## src/design/ffha_pkg.sv

```systemverilog
// types, codes and defaults of the first-fit heap allocator
`timescale 1ns / 1ps
package ffha_pkg;

  localparam int DEFAULT_DESCRIPTORS  = 64;
  localparam int DEFAULT_ADDRESS_BITS = 32;

  localparam logic [1:0] OP_ALLOC         = 2'd0;
  localparam logic [1:0] OP_ALLOC_ALIGNED = 2'd1;
  localparam logic [1:0] OP_FREE          = 2'd2;
  localparam logic [1:0] OP_COLLECT       = 2'd3;

  localparam logic [2:0] STATUS_OK           = 3'd0;
  localparam logic [2:0] STATUS_NO_SPARE     = 3'd1;
  localparam logic [2:0] STATUS_NO_FIT       = 3'd2;
  localparam logic [2:0] STATUS_UNKNOWN_ADDR = 3'd3;
  localparam logic [2:0] STATUS_BAD_ALIGN    = 3'd4;

  localparam logic [1:0] KIND_SPARE = 2'd0;
  localparam logic [1:0] KIND_FREE  = 2'd1;
  localparam logic [1:0] KIND_INUSE = 2'd2;

  localparam logic [1:0] REG_HEAP_START    = 2'd0;
  localparam logic [1:0] REG_HEAP_LENGTH   = 2'd1;
  localparam logic [1:0] REG_POINTER_BYTES = 2'd2;
  localparam logic [1:0] REG_WORD_BYTES    = 2'd3;

  localparam logic [31:0] RESET_HEAP_START    = 32'd0;
  localparam logic [31:0] RESET_HEAP_LENGTH   = 32'd65536;
  localparam logic [4:0]  RESET_POINTER_BYTES = 5'd8;
  localparam logic [3:0]  RESET_WORD_BYTES    = 4'd4;

  typedef struct packed {
    logic [31:0] heap_start;
    logic [31:0] heap_length;
    logic [4:0]  pointer_bytes;
    logic [3:0]  word_bytes;
    logic        rebuild;
  } cfg_t;

  typedef struct packed {
    logic [1:0]  opcode;
    logic [31:0] request_bytes;
    logic [4:0]  align_log2;
    logic [31:0] user_address;
  } cmd_t;

  typedef struct packed {
    logic [2:0]  status;
    logic [31:0] result_address;
    logic [31:0] block_start;
    logic [32:0] block_bytes;
    logic [6:0]  merged_count;
  } result_t;

  typedef enum logic [4:0] {
    ST_CLEAR,
    ST_IDLE,
    ST_SPARE_RD,
    ST_SPARE_CHK,
    ST_WALK_RD,
    ST_WALK_CAP,
    ST_WALK_PAD,
    ST_WALK_CMP,
    ST_ALLOC_W1,
    ST_ALLOC_W2,
    ST_FREE_RD,
    ST_FREE_CHK,
    ST_FREE_W,
    ST_SORT_RD,
    ST_SORT_CHK,
    ST_SORT_LINK,
    ST_MRG_RD,
    ST_MRG_CAP,
    ST_MRG_NRD,
    ST_MRG_NCHK,
    ST_MRG_W1,
    ST_MRG_W2,
    ST_DONE
  } state_t;

endpackage

```

## src/design/ffha_cfg.sv

```systemverilog
// configuration registers behind the register port
`timescale 1ns / 1ps
module ffha_cfg import ffha_pkg::*; (
  input  logic        clk,
  input  logic        rst,
  input  logic        psel,
  input  logic        penable,
  input  logic        pwrite,
  input  logic [3:0]  paddr,
  input  logic [31:0] pwdata,
  output logic [31:0] prdata,
  output logic        pready,
  output cfg_t        cfg
);

  logic wr;

  assign pready = 1'b1;
  assign wr     = psel & penable & pwrite;

  always_ff @(posedge clk) begin
    if (rst) begin
      cfg.heap_start    <= RESET_HEAP_START;
      cfg.heap_length   <= RESET_HEAP_LENGTH;
      cfg.pointer_bytes <= RESET_POINTER_BYTES;
      cfg.word_bytes    <= RESET_WORD_BYTES;
      cfg.rebuild       <= 1'b0;
    end else begin
      cfg.rebuild <= wr;
      if (wr) begin
        unique case (paddr[3:2])
          REG_HEAP_START:    cfg.heap_start    <= pwdata;
          REG_HEAP_LENGTH:   cfg.heap_length   <= pwdata;
          REG_POINTER_BYTES: cfg.pointer_bytes <= pwdata[4:0];
          REG_WORD_BYTES:    cfg.word_bytes    <= pwdata[3:0];
        endcase
      end
    end
  end

  always_comb begin
    unique case (paddr[3:2])
      REG_HEAP_START:    prdata = cfg.heap_start;
      REG_HEAP_LENGTH:   prdata = cfg.heap_length;
      REG_POINTER_BYTES: prdata = {27'd0, cfg.pointer_bytes};
      REG_WORD_BYTES:    prdata = {28'd0, cfg.word_bytes};
    endcase
  end

endmodule

```

## config.mk

```make
export PLATFORM = sky130hd
export DESIGN_NAME = ffha_cfg
export DESIGN_NICKNAME = d
export VERILOG_FILES = /design/src/design/ffha_pkg.sv /design/src/design/ffha_cfg.sv
export SDC_FILE = /design/constraint.sdc
export NUM_CORES = 1
export LEC_CHECK = 0
export ABC_AREA = 1
export BUFFER_PORTS_ARGS = -buffer_cell sky130_fd_sc_hd__buf_2
export CORE_MARGIN = 3
export CORE_UTILIZATION = 48
export DETAILED_ROUTE_END_ITERATION = 10
export HOLD_SLACK_MARGIN = 0.08
export PLACE_DENSITY = 0.83
export SETUP_SLACK_MARGIN = 0.05
export SLEW_MARGIN = 10
export SYNTH_ARGS = -nofsm -noshare
export SYNTH_HDL_FRONTEND = slang
export SYNTH_SLANG_ARGS = --single-unit
```

## constraint.sdc

```tcl
create_clock -name clk -period 1.6 [get_ports clk]
set_clock_uncertainty 0.1 [all_clocks]
set_input_delay 0.32 -clock clk [delete_from_list [all_inputs] [get_ports clk]]
set_output_delay 0.32 -clock clk [all_outputs]
set_load 0.02 [all_outputs]
```

### Word-level counts from Yosys, hierarchy flattened

Cells that the tools add are included.

* output and inout port bits: 107
* bits of input ports: 41
* register bits after elaboration: 74
* word-level logic and storage cells: 16

* mux-type cells: 1
* eq/ne operators: 3
* reductions and logical operators: 5
* bitwise logic cells: 2

Operator list (count)
* $pmux 32 s4: 1
* $reduce_and 2->1: 4
* $eq 2x2->1 const B: 2
* $and 1x1->1: 2
* $eq 2x1->1 const B: 1
* $logic_not 2->1: 1

### Logic depth before layout (Yosys ltp)

* depth in word-level cells: 3
* gate-level depth with buffers: 6
* gate-level depth less buffers: 5

### Worst setup path after synthesis

OpenSTA, ideal clock, no wires.

* path type: in2out
* start: input paddr[3]
* end: output prdata[22]
* cell stages on the path: 3
* path buffers: 1
* path slack: 0.158 ns
* data arrival time: 1.022 ns
* cell sequence: nor2_2 buf_2 a22o_1

* cells in the longest elaborated chain, start to end: 2
* elaborated cells on any way between the ends: 5

Ends and longest elaborated chain
* from (decl): RTL line ffha_cfg.sv:9 `input logic [3:0] paddr,`
* $eq 2x2->1 (tied with other cells): RTL line ffha_cfg.sv:42 `unique case (paddr[3:2])`
* $pmux 32 s4 (*): RTL line ffha_cfg.sv:42
* to (decl): RTL line ffha_cfg.sv:11 `output logic [31:0] prdata,`

Every way passes the cells marked *; elsewhere a longest branch is shown, timed or not.

### Worst setup path after layout

* start: input paddr[2]
* end: output prdata[23]

The elaborated chain is that of the path after synthesis.

==> flow_summary.toml <==
[die]
dieHeight_um = 90.4
start_util_pct = 49.8
rows = 30
die_area_sq_um = 8180
die_w_um = 90.4
core_area_sq_um = 6870
io_pins = 148

[timing]
setup-violations-final = 0
period_minus_slack_ns = 1.59
rsz0062_at_grt = "yes"
timing.fmax_mhz = 629
hold_violations = 0
fin_crit_sh_pct = 99.4
slew_violations = 0

[grt]
use_met2_pct = 44.6
grtUsageMet3_pct = 4.67
grt_busiest_layer = "met2"
grt-ovfl-total = 0
grt_pass1_wl_um = 16800
grt_util_all_layers_pct = 24.9
antenna_found_initial = 0
grt_pass1_vias = 3653
grt_util_met1_pct = 28.7
grt_start_max_net_pins = 71

[finish]
largest_reg_flops = 74
final_cell_mix = "nor2_1 (143), buf_2 (110), nand2_1 (92), nand3_1 (74), dfxtp_1 (74)"
final_util_pct = 74.6
drive_gt1_share_pct = 32.3
largest_register = "cfg"
top_regs = "cfg x74"
area_growth_pct = 49.8
antennaDiodeCount = 0
final_common_cell = "nor2_1"
layout.nets = 704

[cts]
cts_buffers = 9
cts-root-buf = "clkbuf_8"
tritoncts = "built"
clock_path_buffers = 2
clk_pin_slew_ns = 0.08
clk_latency_ns = 0.34
cts.htree.levels = 3
cts.sinks = 74

[worst_setup_path]
end_kind = "output pin"
worstPathArrival_ns = 1.17
required_ns = 1.18
startpoint_type = "input pin"
critPathKind = "input pin to output pin"
crit_path_max_fanout = 7

[synthesis]
post_synth_and_or_nand_nor_area_fraction_pct = 39.5
synth_xor_area_share_pct = 0
synth_top_family_by_area = "simple AND/OR/NAND/NOR gates"
syn_area_per_cell_sq_um = 6.84
synth_fa_ha_area_share_pct = 0
yosysWarnings = 0
yosysTopAreaCellShare_pct = 43.3
synth.area.top_cells = "dfxtp_1 (43%), nor2_1 (16%), nand3_1 (11%), nand2_1 (11%), a22o_1 (6.9%)"
synth.mux.area_fraction_pct = 0
synthCells = 500
ys_seq_area_share_pct = 43.3
synth_compound_area_share_pct = 7.35
netlist_area_sq_um = 3420
synth.distinct_cells = 17
synth_top_area_cell = "dfxtp_1"
ys_seq_elements = 74
syn_nets = 541

[drt]
wl_per_cell_um = 14.5
ant_nets = 0
dr.pass1.iters = 5
vias = 3954
viasPerCell = 5.18
drt_iter0_markers = 156
drc = 0
wirelength_um = 11100

[power]
p_total_w = 0.00428
leakage_nw = 2.58
vdd_drop_max_uv = 458
power_density_nw_per_um2 = 835

[placement]
gp_congestion = 0.785
io_buffers = 144
dp_hpwl_um = 6690

[outcome]
status = "finished clean"

[hold_path]
holdCritPathClass = "input pin to flip-flop"

[run]
cap_violations = 0
-- cells by family after synthesis --
kind of cell | after synthesis
buffers and inverters | 70
flip-flops | 74
AND/OR/NAND/NOR | 325
other | 1
AO/OA/AOI/OAI | 30
-- cells in the mapped netlist (all sizes together) --
cell,instances
dfxtp,74
nand3,75
a22o,27
nand2,97
o21ai,3
nand4,4
buf,30
conb,1
clkbuf,3
nor2,149
inv,37
-- worst paths after layout --
check	start	endpoint	slack, ns	cells after the start
worst max-delay path	paddr[2]	prdata[23]	0.01	7
worst max register to register	cfg[13]	cfg[13]	0.84	2
worst min register to register	cfg[50]	cfg[50]	0.40	2
worst min-delay path	pwdata[2]	cfg[3]	0.11	3
-- critical path, stage by stage --
cell       delay, ns
buf_12          0.12
inv_8           0.05
nor2_4          0.03
buf_12          0.14
clkbuf_16       0.16
a22o_1          0.21
buf_6           0.13
-- per-layer routing --
layer	part of all wire, %	wire [um]	vias to the layer above
met3	6.6	728	31
li1	-	-	1912
met4	2.7	295	0
met5	0	0	-
met2	52	5730	190
met1	39	4350	1821
-- cell type report --
cell class | count | area [sq um]
Clock buffer | 12 | 165
Fill cell | 528 | 1740
Multi-Input combinational cell | 356 | 1640
Sequential cell | 74 | 1480
Inverter | 37 | 146
Clock inverter | 4 | 72.6
Timing Repair Buffer | 185 | 1500
Tap cell | 96 | 120
-- metrics by stage --
stage               setup WS (ns)  std cells  hold WS [ns]  cell area, sq um  setup TNS [ns]
floorplan                   0.158        500         0.292              3420               0
global placement          -0.0245        730         0.379              4350          -0.205
detailed placement        -0.0560        730         0.389              4350          -0.896
CTS                        0.0210        757        0.0976              4900               0
global route             -0.00943        764         0.113              5120         -0.0168
finish                    0.00996        764         0.105              5120               0
-- report_power, final --
| part | switching (W) | internal [W] |
|---|---|---|
| clock network | 0.000702 | 0.00100 |
| registers | 0.0000325 | 0.00188 |
| logic | 0.000371 | 0.000288 |
-- repair_timing --
action,in CTS,in global routing
hold buffers,1,0
gates cloned,3,3
pin swaps,2,20
gates resized for setup,53,36
endpoints found under the setup margin,32,32
buffers inserted,7,5
hold endpoints to repair,1,0
No activity file was read; power rests on OpenSTA's default activity.
